[src/sv/ndrm_pkg.sv]
// Package for the nearest delta-R matcher: widths, constants and shared types.
// Used by ndrm_cell, ndrm_dist and nearest_delta_r_matcher_top; depends on nothing.
package ndrm_pkg;

  // Capacity of the reconstructed object store.
  localparam int MaxReco = 64;
  localparam int IdxW    = (MaxReco > 1) ? $clog2(MaxReco) : 1;
  localparam int CntW    = $clog2(MaxReco + 1);

  // Field widths.
  localparam int EtaW   = 14;
  localparam int PhiW   = 13;
  localparam int GapW   = 12;
  localparam int DrW    = 29;
  localparam int NumW   = 8;
  localparam int BiW    = 6;
  localparam int OpW    = 2;
  localparam int CfgIdxW = 2;

  // Opcodes.
  localparam logic [OpW-1:0] OP_CLEAR = 2'd0;
  localparam logic [OpW-1:0] OP_LOAD  = 2'd1;
  localparam logic [OpW-1:0] OP_MATCH = 2'd2;
  localparam logic [OpW-1:0] OP_END   = 2'd3;

  // Configuration register indexes.
  localparam logic [CfgIdxW-1:0] CFG_MAX_DR_SQ   = 2'd0;
  localparam logic [CfgIdxW-1:0] CFG_MIN_MATCHES = 2'd1;
  localparam logic [CfgIdxW-1:0] CFG_MAX_MATCHES = 2'd2;

  localparam logic [DrW-1:0] MAX_DR_SQ_RST = 29'd262144;

  // Pi and two pi in units of 1/1024 rad.
  localparam logic [PhiW-1:0] PHI_PI     = 13'd3217;
  localparam logic [PhiW-1:0] PHI_TWO_PI = 13'd6434;

  // Common control to every cell of the ring.
  typedef struct packed {
    logic            shift;
    logic [EtaW-1:0] wr_eta;
    logic [PhiW-1:0] wr_phi;
  } cell_ctl_t;

  // One stored object presented to the distance unit.
  typedef struct packed {
    logic            go;
    logic            vld;
    logic            last;
    logic [IdxW-1:0] idx;
    logic [EtaW-1:0] eta;
    logic [PhiW-1:0] phi;
  } dist_feed_t;

  // Outcome of one scan.
  typedef struct packed {
    logic            done;
    logic            hit;
    logic [IdxW-1:0] idx;
    logic [DrW-1:0]  dr;
  } dist_res_t;

endpackage

[src/sv/ndrm_cell.sv]
// One cell of the object ring: holds one stored object and passes it to its neighbor.
// Depends on ndrm_pkg.
module ndrm_cell (
  input  logic                      clk_i,
  input  ndrm_pkg::cell_ctl_t       ctl_i,
  input  logic                      wr_en_i,
  input  logic [ndrm_pkg::EtaW-1:0] nb_eta_i,
  input  logic [ndrm_pkg::PhiW-1:0] nb_phi_i,
  output logic [ndrm_pkg::EtaW-1:0] eta_o,
  output logic [ndrm_pkg::PhiW-1:0] phi_o
);

  logic [ndrm_pkg::EtaW-1:0] eta_q;
  logic [ndrm_pkg::PhiW-1:0] phi_q;

  always_ff @(posedge clk_i) begin
    if (wr_en_i) begin
      eta_q <= ctl_i.wr_eta;
      phi_q <= ctl_i.wr_phi;
    end else if (ctl_i.shift) begin
      eta_q <= nb_eta_i;
      phi_q <= nb_phi_i;
    end
  end

  assign eta_o = eta_q;
  assign phi_o = phi_q;

endmodule

[src/sv/ndrm_dist.sv]
// Pipelined squared-distance unit with running minimum for the tile scan.
// Depends on ndrm_pkg.
module ndrm_dist (
  input  logic                      clk_i,
  input  logic                      rst_ni,
  input  logic                      start_i,
  input  logic [ndrm_pkg::DrW-1:0]  max_dr_sq_i,
  input  logic [ndrm_pkg::EtaW-1:0] tile_eta_i,
  input  logic [ndrm_pkg::PhiW-1:0] tile_phi_i,
  input  ndrm_pkg::dist_feed_t      feed_i,
  output ndrm_pkg::dist_res_t       res_o
);

  // Stage A: absolute differences, with the phi gap wrapped at pi.
  logic signed [ndrm_pkg::EtaW:0] de;
  logic [ndrm_pkg::EtaW:0]        de_abs;
  logic [ndrm_pkg::PhiW-1:0]      dphi;
  logic [ndrm_pkg::PhiW-1:0]      dwrap;
  logic [ndrm_pkg::GapW-1:0]      gap;

  always_comb begin
    de     = $signed({tile_eta_i[ndrm_pkg::EtaW-1], tile_eta_i})
           - $signed({feed_i.eta[ndrm_pkg::EtaW-1], feed_i.eta});
    de_abs = de[ndrm_pkg::EtaW] ? (~de + 1'b1) : de;
    dphi   = (tile_phi_i >= feed_i.phi) ? (tile_phi_i - feed_i.phi)
                                        : (feed_i.phi - tile_phi_i);
    dwrap  = (dphi <= ndrm_pkg::PHI_TWO_PI) ? (ndrm_pkg::PHI_TWO_PI - dphi)
                                            : (dphi - ndrm_pkg::PHI_TWO_PI);
    gap    = (dphi > ndrm_pkg::PHI_PI) ? dwrap[ndrm_pkg::GapW-1:0]
                                       : dphi[ndrm_pkg::GapW-1:0];
  end

  logic                        a_go_q, a_vld_q, a_last_q;
  logic [ndrm_pkg::IdxW-1:0]   a_idx_q;
  logic [ndrm_pkg::EtaW-1:0]   a_ae_q;
  logic [ndrm_pkg::GapW-1:0]   a_gap_q;

  // Stage B: squares.
  logic                          b_go_q, b_vld_q, b_last_q;
  logic [ndrm_pkg::IdxW-1:0]     b_idx_q;
  logic [2*ndrm_pkg::EtaW-1:0]   b_sqe_q;
  logic [2*ndrm_pkg::GapW-1:0]   b_sqp_q;

  // Stage C: sum and running minimum.
  logic [ndrm_pkg::DrW-1:0]  dr;
  logic                      better;
  logic                      hit_q, done_q;
  logic [ndrm_pkg::IdxW-1:0] best_idx_q;
  logic [ndrm_pkg::DrW-1:0]  best_q;

  assign dr     = ndrm_pkg::DrW'(b_sqe_q) + ndrm_pkg::DrW'(b_sqp_q);
  assign better = b_go_q && b_vld_q && (dr < best_q);

  always_ff @(posedge clk_i or negedge rst_ni) begin
    if (!rst_ni) begin
      a_go_q <= 1'b0;
      b_go_q <= 1'b0;
      done_q <= 1'b0;
      hit_q  <= 1'b0;
    end else begin
      a_go_q <= feed_i.go;
      b_go_q <= a_go_q;
      done_q <= b_go_q && b_last_q;
      if (start_i) begin
        hit_q <= 1'b0;
      end else if (better) begin
        hit_q <= 1'b1;
      end
    end
  end

  always_ff @(posedge clk_i) begin
    a_vld_q  <= feed_i.vld;
    a_last_q <= feed_i.last;
    a_idx_q  <= feed_i.idx;
    a_ae_q   <= de_abs[ndrm_pkg::EtaW-1:0];
    a_gap_q  <= gap;
    b_vld_q  <= a_vld_q;
    b_last_q <= a_last_q;
    b_idx_q  <= a_idx_q;
    b_sqe_q  <= a_ae_q * a_ae_q;
    b_sqp_q  <= a_gap_q * a_gap_q;
    if (start_i) begin
      best_q     <= max_dr_sq_i;
      best_idx_q <= '0;
    end else if (better) begin
      best_q     <= dr;
      best_idx_q <= b_idx_q;
    end
  end

  assign res_o.done = done_q;
  assign res_o.hit  = hit_q;
  assign res_o.idx  = best_idx_q;
  assign res_o.dr   = best_q;

endmodule

[src/sv/nearest_delta_r_matcher_top.sv]
// Top level of the nearest delta-R matcher: object ring, distance unit and control.
// Depends on ndrm_pkg, ndrm_cell and ndrm_dist.
//
// Usage: items enter on the input channel (in_valid_i, in_stall_o) and carry an
// opcode with an eta and a phi. A clear item empties the object store and zeroes
// the event match count; a load item appends one object to the store and is
// dropped once the store holds MaxReco objects. Neither gives a result. A match item
// rotates the ring of object cells once around, so that every cell passes the
// distance unit in turn, whatever the fill level; the nearest distance is then
// written to the result register. An end-event item gives its decision result
// through the same register. Only one item is worked on at a time: in_stall_o
// is high from acceptance until the result has been written. Results leave through
// one output register (out_valid_o, out_stall_i). While the receiver stalls, the
// register holds its item; a finished result waits inside the block until the
// register frees, and no new item is taken meanwhile.
// Reset empties the store, zeroes the match count and loads the register reset
// values; the store contents themselves are not cleared, since only entries below
// the fill count are ever used. The user must write configuration through
// cfg_we_i only while the block is idle; the block itself does not enforce this.
module nearest_delta_r_matcher_top (
  input  logic                         clk_i,
  input  logic                         rst_ni,
  // Configuration write port.
  input  logic                         cfg_we_i,
  input  logic [ndrm_pkg::CfgIdxW-1:0] cfg_idx_i,
  input  logic [ndrm_pkg::DrW-1:0]     cfg_data_i,
  // Input channel.
  input  logic                         in_valid_i,
  output logic                         in_stall_o,
  input  logic [ndrm_pkg::OpW-1:0]     opcode_i,
  input  logic signed [ndrm_pkg::EtaW-1:0] eta_i,
  input  logic [ndrm_pkg::PhiW-1:0]    phi_i,
  // Output channel.
  output logic                         out_valid_o,
  input  logic                         out_stall_i,
  output logic                         kind_o,
  output logic                         matched_o,
  output logic [ndrm_pkg::BiW-1:0]     best_index_o,
  output logic [ndrm_pkg::DrW-1:0]     best_dr_sq_o,
  output logic [ndrm_pkg::NumW-1:0]    match_count_o,
  output logic                         event_pass_o
);

  localparam logic [1:0] ST_IDLE = 2'd0;
  localparam logic [1:0] ST_SCAN = 2'd1;
  localparam logic [1:0] ST_EMIT = 2'd2;

  localparam logic [ndrm_pkg::CntW-1:0] LastPos = ndrm_pkg::CntW'(ndrm_pkg::MaxReco - 1);
  localparam logic [ndrm_pkg::CntW-1:0] Full    = ndrm_pkg::CntW'(ndrm_pkg::MaxReco);

  logic [1:0] state_q, state_d;

  // Configuration registers.
  logic [ndrm_pkg::DrW-1:0]  max_dr_sq_q;
  logic [ndrm_pkg::NumW-1:0] min_matches_q, max_matches_q;

  always_ff @(posedge clk_i or negedge rst_ni) begin
    if (!rst_ni) begin
      max_dr_sq_q   <= ndrm_pkg::MAX_DR_SQ_RST;
      min_matches_q <= '0;
      max_matches_q <= '0;
    end else if (cfg_we_i) begin
      case (cfg_idx_i)
        ndrm_pkg::CFG_MAX_DR_SQ:   max_dr_sq_q   <= cfg_data_i;
        ndrm_pkg::CFG_MIN_MATCHES: min_matches_q <= cfg_data_i[ndrm_pkg::NumW-1:0];
        ndrm_pkg::CFG_MAX_MATCHES: max_matches_q <= cfg_data_i[ndrm_pkg::NumW-1:0];
        default: ;
      endcase
    end
  end

  // Input handshake.
  logic in_acc;
  assign in_stall_o = (state_q != ST_IDLE);
  assign in_acc     = in_valid_i && !in_stall_o;

  logic op_clear, op_load, op_match, op_end;
  assign op_clear = in_acc && (opcode_i == ndrm_pkg::OP_CLEAR);
  assign op_load  = in_acc && (opcode_i == ndrm_pkg::OP_LOAD);
  assign op_match = in_acc && (opcode_i == ndrm_pkg::OP_MATCH);
  assign op_end   = in_acc && (opcode_i == ndrm_pkg::OP_END);

  // Event state.
  logic [ndrm_pkg::CntW-1:0] reco_count_q;
  logic [ndrm_pkg::NumW-1:0] match_total_q, match_total_d;
  logic                      store_full;
  assign store_full = (reco_count_q == Full);

  // Tile held for the scan, and the kind of result pending.
  logic [ndrm_pkg::EtaW-1:0] tile_eta_q;
  logic [ndrm_pkg::PhiW-1:0] tile_phi_q;
  logic                      kind_q;

  always_ff @(posedge clk_i) begin
    if (op_match) begin
      tile_eta_q <= eta_i;
      tile_phi_q <= phi_i;
    end
  end

  // Scan sequencer: the ring shifts once per cycle until it has turned once around.
  logic                      issue_q;
  logic [ndrm_pkg::CntW-1:0] scan_cnt_q;
  logic                      scan_last;
  assign scan_last = (scan_cnt_q == LastPos);

  always_ff @(posedge clk_i or negedge rst_ni) begin
    if (!rst_ni) begin
      issue_q    <= 1'b0;
      scan_cnt_q <= '0;
    end else if (op_match) begin
      issue_q    <= 1'b1;
      scan_cnt_q <= '0;
    end else if (issue_q) begin
      issue_q    <= !scan_last;
      scan_cnt_q <= scan_last ? scan_cnt_q : scan_cnt_q + 1'b1;
    end
  end

  // Object ring. Cell k takes the contents of cell k+1; cell 0 wraps to the end.
  ndrm_pkg::cell_ctl_t       cell_ctl;
  logic [ndrm_pkg::EtaW-1:0] ring_eta [ndrm_pkg::MaxReco];
  logic [ndrm_pkg::PhiW-1:0] ring_phi [ndrm_pkg::MaxReco];

  assign cell_ctl.shift  = issue_q;
  assign cell_ctl.wr_eta = eta_i;
  assign cell_ctl.wr_phi = phi_i;

  for (genvar k = 0; k < ndrm_pkg::MaxReco; k++) begin : g_cell
    logic wr_en;
    assign wr_en = op_load && !store_full &&
                   (reco_count_q[ndrm_pkg::IdxW-1:0] == ndrm_pkg::IdxW'(k));
    ndrm_cell u_cell (
      .clk_i    (clk_i),
      .ctl_i    (cell_ctl),
      .wr_en_i  (wr_en),
      .nb_eta_i (ring_eta[(k + 1) % ndrm_pkg::MaxReco]),
      .nb_phi_i (ring_phi[(k + 1) % ndrm_pkg::MaxReco]),
      .eta_o    (ring_eta[k]),
      .phi_o    (ring_phi[k])
    );
  end

  // Distance unit fed from the head of the ring.
  ndrm_pkg::dist_feed_t feed;
  ndrm_pkg::dist_res_t  res;

  assign feed.go   = issue_q;
  assign feed.vld  = scan_cnt_q < reco_count_q;
  assign feed.last = scan_last;
  assign feed.idx  = scan_cnt_q[ndrm_pkg::IdxW-1:0];
  assign feed.eta  = ring_eta[0];
  assign feed.phi  = ring_phi[0];

  ndrm_dist u_dist (
    .clk_i       (clk_i),
    .rst_ni      (rst_ni),
    .start_i     (op_match),
    .max_dr_sq_i (max_dr_sq_q),
    .tile_eta_i  (tile_eta_q),
    .tile_phi_i  (tile_phi_q),
    .feed_i      (feed),
    .res_o       (res)
  );

  // Output register.
  logic                      out_valid_q;
  logic                      out_free;
  logic                      emit;
  logic                      kind_out_q, matched_q, pass_q;
  logic [ndrm_pkg::BiW-1:0]  best_index_q;
  logic [ndrm_pkg::DrW-1:0]  best_dr_q;
  logic [ndrm_pkg::NumW-1:0] count_out_q;
  logic                      pass;

  assign out_free = !out_valid_q || !out_stall_i;
  assign emit     = (state_q == ST_EMIT) && out_free;

  assign pass = ((min_matches_q == '0) || (match_total_q >= min_matches_q)) &&
                ((max_matches_q == '0) || (match_total_q <= max_matches_q));

  // A hit counts once the tile result is written, saturating at the top.
  always_comb begin
    match_total_d = match_total_q;
    if (!kind_q && res.hit && (match_total_q != '1)) begin
      match_total_d = match_total_q + 1'b1;
    end
  end

  always_comb begin
    state_d = state_q;
    case (state_q)
      ST_IDLE: begin
        if (op_match) begin
          state_d = ST_SCAN;
        end else if (op_end) begin
          state_d = ST_EMIT;
        end
      end
      ST_SCAN: begin
        if (res.done) begin
          state_d = ST_EMIT;
        end
      end
      ST_EMIT: begin
        if (out_free) begin
          state_d = ST_IDLE;
        end
      end
      default: state_d = ST_IDLE;
    endcase
  end

  always_ff @(posedge clk_i or negedge rst_ni) begin
    if (!rst_ni) begin
      state_q       <= ST_IDLE;
      reco_count_q  <= '0;
      match_total_q <= '0;
      kind_q        <= 1'b0;
      out_valid_q   <= 1'b0;
    end else begin
      state_q <= state_d;
      if (op_clear) begin
        reco_count_q  <= '0;
        match_total_q <= '0;
      end else begin
        if (op_load && !store_full) begin
          reco_count_q <= reco_count_q + 1'b1;
        end
        if (emit) begin
          match_total_q <= match_total_d;
        end
      end
      if (op_match) begin
        kind_q <= 1'b0;
      end else if (op_end) begin
        kind_q <= 1'b1;
      end
      if (emit) begin
        out_valid_q <= 1'b1;
      end else if (!out_stall_i) begin
        out_valid_q <= 1'b0;
      end
    end
  end

  always_ff @(posedge clk_i) begin
    if (emit) begin
      kind_out_q   <= kind_q;
      matched_q    <= !kind_q && res.hit;
      best_index_q <= (!kind_q && res.hit) ? ndrm_pkg::BiW'(res.idx) : '0;
      best_dr_q    <= (!kind_q && res.hit) ? res.dr : '0;
      count_out_q  <= match_total_d;
      pass_q       <= kind_q && pass;
    end
  end

  assign out_valid_o   = out_valid_q;
  assign kind_o        = kind_out_q;
  assign matched_o     = matched_q;
  assign best_index_o  = best_index_q;
  assign best_dr_sq_o  = best_dr_q;
  assign match_count_o = count_out_q;
  assign event_pass_o  = pass_q;

  // The fill count never passes the store capacity.
  assert property (@(posedge clk_i) disable iff (!rst_ni)
    reco_count_q <= Full)
    else $error("object count above capacity");

  // A scan finishes only while the block is scanning.
  assert property (@(posedge clk_i) disable iff (!rst_ni)
    res.done |-> (state_q == ST_SCAN))
    else $error("scan finished outside a scan");

  // A new result is written only from the emit state.
  assert property (@(posedge clk_i) disable iff (!rst_ni)
    $rose(out_valid_q) |-> $past(state_q == ST_EMIT))
    else $error("result appeared without an emit");

  // The match count falls only through a clear item.
  assert property (@(posedge clk_i) disable iff (!rst_ni)
    (match_total_q < $past(match_total_q)) |-> $past(op_clear))
    else $error("match count fell without a clear");

  // The ring shifts only while the block is scanning.
  assert property (@(posedge clk_i) disable iff (!rst_ni)
    issue_q |-> (state_q == ST_SCAN))
    else $error("ring shift outside a scan");

endmodule
[config.mk]
export PLATFORM = sky130hd
export DESIGN_NAME = nearest_delta_r_matcher_top
export DESIGN_NICKNAME = d
export VERILOG_FILES = /design/src/sv/ndrm_pkg.sv /design/src/sv/ndrm_cell.sv /design/src/sv/ndrm_dist.sv /design/src/sv/nearest_delta_r_matcher_top.sv
export SDC_FILE = /design/constraint.sdc
export NUM_CORES = 2
export LEC_CHECK = 0
export BUFFER_PORTS_ARGS = -buffer_cell sky130_fd_sc_hd__buf_2
export CORE_AREA = 2 2 356 534
export CTS_CLUSTER_SIZE = 16
export DETAILED_ROUTE_END_ITERATION = 8
export DIE_AREA = 0 0 358 536
export PLACE_DENSITY = 0.68
export SETUP_SLACK_MARGIN = 0.15
export SYNTH_ARGS = -nofsm -noshare
export SYNTH_HDL_FRONTEND = slang
export SYNTH_SLANG_ARGS = --single-unit
[constraint.sdc]
create_clock -name clk_i -period 10.95 [get_ports clk_i]
set_clock_uncertainty 0.1 [all_clocks]
set_input_delay 0.5475 -clock clk_i [delete_from_list [all_inputs] [get_ports clk_i]]
set_output_delay 0.5475 -clock clk_i [all_outputs]
set_load 0.05 [all_outputs]
---- Word-level counts from Yosys, hierarchy flattened ----
Cells that the tools add are included.
storage, ports and cells
  bits in registers ....................... 2,006
  bits of input ports ..................... 65
  output and inout port bits .............. 48
  word-level logic and storage cells ...... 711
cells by class
  $add $sub $neg .......................... 10
  multipliers ............................. 2
  $lt $le $gt $ge ......................... 7
  equality and inequality tests ........... 78
  multiplexer cells ....................... 283
  bitwise operators ....................... 1
  reduce and logical (&&, ||, !) cells .... 168
operators by type and width
  operator               number
  $mux 14                129
  $mux 13                129
  $eq 6x6->1 const B     32
  $reduce_bool 2->1      70
  $eq 6x5->1 const B     16
  $logic_and 1x1->1      78
  $mux 29                2
  $eq 6x4->1 const B     8
  $mux 7                 5
  $add 28x24->29         1
  $lt 29x29->1           1
  $mul 14x14->28         1
  $sub 13x13->13         2
  $eq 6x3->1 const B     4
  $mul 12x12->24         1
  $mux 12                2
  $mux 8                 3
  $logic_not 8->1        2
  $sub 14x14->15         1
  $add 14x1->14 const B  1
  $add 7x1->7 const B    2
  $not 14->14            1
  $ge 13x13->1           1
  $gt 13x12->1 const B   1
  26 further kinds       56

---- Logic depth before layout (Yosys ltp) ----
  depth after elaboration ................. 7
  depth in mapped cells ................... 25
  gate-level depth less buffers ........... 25

---- By module ----
A second synthesis with hierarchy kept.
second synthesis, totals
  cells, all modules ...................... 6,184
  area total of the unflattened synthesis .. 103,665.7 µm²
by module, submodules not included
  module                       times used  cells an instance  area an instance (µm²)  sequential area each (µm²)
  ndrm_cell                    64          58                 1,243.7                 810.8
  ndrm_dist                    1           1,937              17,480.5                2,932.8
  nearest_delta_r_matcher_top  1           535                6,588.8                 3,995.1

---- Least setup slack after synthesis ----
OpenSTA, ideal clock, no wires.
  path kind ............................... register -> register
  start ................................... reg u_dist.a_ae_q[5] (netlist name)
  end ..................................... reg u_dist.b_sqe_q[27] (netlist name)
  setup time .............................. 0.072 ns
  arrival time ............................ 6.308 ns
  required time ........................... 10.778 ns
  slack ................................... 4.470 ns
  cell stages (with the launch flop) ...... 23
  path buffers ............................ 1
  clock period less this slack ............ 6.480 ns
  cells stage by stage .................... dfxtp_1 -> clkbuf_1 -> nand2_1 -> fa_1 -> fa_1 -> inv_1 -> fa_1 -> fa_1 -> fa_1 -> inv_1 -> fa_1 -> inv_1 -> ha_1 -> a21o_1 -> a21o_1 -> a21oi_1 -> o21ai_0 -> o41a_1 -> o41ai_2 -> o21ai_0 -> a311o_1 -> a21oi_1 -> xnor2_1
on the way
  longest elaborated chain between the ends .. 1
ends and longest elaborated chain
  item                    line             RTL
  start, declared         ndrm_dist.sv:35  logic [ndrm_pkg::EtaW-1:0] a_ae_q;
  start signal, assigned  ndrm_dist.sv:76  a_ae_q <= de_abs[ndrm_pkg::EtaW-1:0];
  $mul 14x14->28          ndrm_dist.sv:81  b_sqe_q <= a_ae_q * a_ae_q;
  end signal, assigned    ndrm_dist.sv:81
  end, declared           ndrm_dist.sv:41  logic [2*ndrm_pkg::EtaW-1:0] b_sqe_q;
Every way passes these cells.
A chain may end at the register's enable or synchronous reset.

---- Worst setup path after layout ----
Same ends and word-level chain as after synthesis.

==> run summary <==
Grt met2 use = 39.22%
Startpoint types = register
Final #Nets = 6,941
Die height = 536 um
Place WS = 3.677 ns
Hold Crit Class = in -> reg
CP top delay family = adder cells
Io pins = 113
Reg-to-Reg Start = u_dist.a_ae_q[5]$_DFF_P_
Met1 Use GR = 28.35%
Post-route setup TNS = 0 ns
DRT Wirelength = 216,600 um
Top FF cell, synth = edfxtp_1
CTS tree = yes
Reg2reg path depth = 21
Vias in the first global route = 54,196
Most frequent CP cell = fa_1
Area of the multi-input gates = 34,980 um2
Clock Sinks = 2,004
Synthesized area per cell = 15.18 um2
YS warnings = 0
Number of core rows = 195
CTS root buf = clkbuf_16
Register area share after synthesis = 60.74%
Peak Freq = 138.2 MHz
DR iter-0 viols = 4,093
Nature of the critical path endpoint = register
Worst hold start = opcode_i[1]
Post-Syn Area = 96,840 um2
Endpoints failing setup = 0
RR Endpoint = u_dist.b_sqe_q[27]$_DFF_P_
Pwr dens = 142.2 nW/um2
Final worst slack = 3.716 ns
Distinct cells, synth = 86
GRT Total Usage = 22.49%
DR DRC count = 0
Via count = 51,498
Layout area overhead = 9.674%
Final worst path period share = 66.06%
CTS Buffer Depth = 4
WP data required = 11.59 ns
Rel. slew slack = 12.53%
DIE AREA = 191,900 um2
Ranking of synthesized cells by area = edfxtp_1 57%, mux2_2 20%, fa_1 4.1%, ha_1 3.5%, dfxtp_1 2.0%
H-tree lvl count = 4
First-pass GRT wire length = 331,100 um
Number of max-cap violations = 0
Core ar. = 187,400 um2
R2R Setup Slk = 3.72 ns
CTS Buf Count = 192
Largest net degree at the start of global routing = 68
Drt pass-1 iters = 6
M3 GR Usage = 2.929%
Crit Path Class = reg -> reg
Worst path bufs/invs = 3
Final Power = 0.01510 W
Share of post-route cells with drive strength above 1 = 36.36%
Later-pin clock latency in the skew report = 0.86 ns
Initial antenna violation count = 11
Fin Hold WS = 0.08634 ns
Cell with the most instances after synthesis = edfxtp_1
Filler cells = 14,490
Port buffer count = 112
Status = finished, final reports clean
Crit path max-delay cell type = dfxtp_1
Routability cong. = 0.9135
Antenna-violating nets left = 0
Routed len/inst = 24.02 um
CTS resizes = 0
Slew Limit Fails = 0
Worst Tran Pin Value = 1.311 ns
Clk pin slew, worst setup/hold paths = 0.06 ns
Fin util = 56.68%
Post-synthesis register bit count = 2,004
Critical path data arrival time = 7.87 ns
Area leader, netlist = edfxtp_1
Top cell type's share of synthesized area = 56.75%
Crit-path cells = nand2_1 > fa_1 > fa_1 > inv_1 > fa_1 > fa_1 > fa_1 > inv_1 > fa_1 > inv_1 > ha_1 > a21o_1 > a21o_1 > a21oi_1 > o21ai_0 > o41a_1 > o41ai_2 > o21ai_0 > a311o_1 > a21oi_1 > xnor2_1
Busiest grt layer = met2
Hold Path Sink = kind_q$_DFFE_PN0P_
Die W = 358 um
EDFF count, synth = 1,830
Top post-synthesis cells by count = 1,830 x edfxtp_1, 1,762 x mux2_2, 422 x inv_1
DR vias/cell = 5.711
Asr flop ratio synth = 3.792%
Peak supply drop = 0.0001261 V
DP HPWL = 134,900 um
Fin. Hold Viols = 0
Total area of sequential cells = 58,820 um2
Leakage = 29.22 nW
Initial Utilization = 51.68%
CP peak stage delay = 0.83 ns
RSZ-0062 raised after global routing = false
Syn nets = 6,911
Cells on Worst Hold Path = 3
Post-layout minimum cycle time = 7.234 ns
Total grt overflow = 0
Worst-path fanout max = 16
Synthesized instance count = 6,380
-- cell usage in the layout (no fill, tap or decap), drive strengths merged, types with 37 or more instances in the layout --
| cell type | netlist | layout |
|---|---|---|
| dfxtp | 98 | 98 |
| inv | 423 | 432 |
| mux2 | 1762 | 1762 |
| a21oi | 96 | 96 |
| edfxtp | 1830 | 1830 |
| fa | 196 | 196 |
| nand3 | 61 | 61 |
| dfrtp | 75 | 75 |
| a21o | 37 | 37 |
| nor2 | 159 | 159 |
| xnor2 | 83 | 83 |
| clkbuf | 311 | 236 |
| ha | 270 | 270 |
| o21ai | 85 | 85 |
| or2 | 61 | 61 |
| clkinv | 0 | 69 |
| nor3 | 60 | 60 |
| buf | 93 | 205 |
| and2 | 89 | 89 |
| nand2 | 257 | 257 |
-- metrics by stage --
stage | std cells | instance area [um2]
floorplan | 6380 | 96840
global placement | 8642 | 99790
detailed placement | 8642 | 99790
CTS | 9015 | 106200
global route | 9017 | 106200
finish | 9017 | 106200
-- worst max path at each step --
stage | startpoint | endpoint | slack [ns] | depth (start not counted)
finish | u_dist.a_ae_q[5]$_DFF_P_ | u_dist.b_sqe_q[27]$_DFF_P_ | 3.72 | 21
global route | u_dist.a_ae_q[2]$_DFF_P_ | u_dist.b_sqe_q[27]$_DFF_P_ | 3.29 | 23
CTS | u_dist.a_ae_q[6]$_DFF_P_ | u_dist.b_sqe_q[27]$_DFF_P_ | 3.66 | 23
global placement | u_dist.a_ae_q[2]$_DFF_P_ | u_dist.b_sqe_q[27]$_DFF_P_ | 3.69 | 23
floorplan | u_dist.a_ae_q[5]$_DFF_P_ | u_dist.b_sqe_q[27]$_DFF_P_ | 4.47 | 22
detailed placement | u_dist.a_ae_q[5]$_DFF_P_ | u_dist.b_sqe_q[27]$_DFF_P_ | 3.68 | 21
-- metal layers --
| layer | vias to the layer above | share of wire (%) |
|---|---|---|
| li1 | 23343 | - |
| met1 | 26419 | 41 |
| met2 | 1331 | 51 |
| met3 | 405 | 4.7 |
| met4 | 0 | 4.2 |
| met5 | - | 0 |
-- kinds of logic after synthesis --
group | synth area share (%)
flip-flops | 60.74
multiplexers | 20.54
buffers and inverters | 3.313
AND/OR/NAND/NOR | 4.175
adder cells (fa/ha/maj) | 7.540
AO/OA/AOI/OAI | 2.618
XOR/XNOR | 1.076
-- tightest hold or removal path, stage by stage --
cell	delay, ns
buf_2	0.14
nand3_1	0.12
mux2_2	0.16
-- state kept, by name (all words and copies together) (netlist names), 14 cells and up --
| register | cells |
|---|---|
| g_cell.u_cell.phi_o | 832 |
| g_cell.u_cell.eta_o | 896 |
| max_dr_sq_q | 29 |
| best_dr_sq_o | 29 |
| tile_eta_q | 14 |
| u_dist.b_sqp_q | 23 |
| u_dist.a_ae_q | 14 |
| u_dist.b_sqe_q | 27 |
| u_dist.best_q | 29 |
-- cell type report --
class / instances / area share (%)
inverter: 423 / 1.495
sequential: 2004 / 55.38
clock buffer: 236 / 4.777
tap: 2462 / 2.900
timing repair buffer: 240 / 1.588
clock inverter: 102 / 0.9177
antenna: 1 / 0.002356
multi-input combinational: 3549 / 32.94
-- power breakdown --
| part | internal [W] | switching (W) | total, W |
|---|---|---|---|
| Clock | 0.00369 | 0.00288 | 0.00657 |
| Sequential | 0.00825 | 0.0000254 | 0.00828 |
| Combinational | 0.0000616 | 0.000192 | 0.000253 |
-- repair_timing --
action / CTS / global route
endpoints found under the hold margin: 59 / 0
endpoints found under the setup margin: 0 / 0
hold buffers: 35 / 0
buffers inserted: 0 / 0
(Power assumes the default switching activity.)
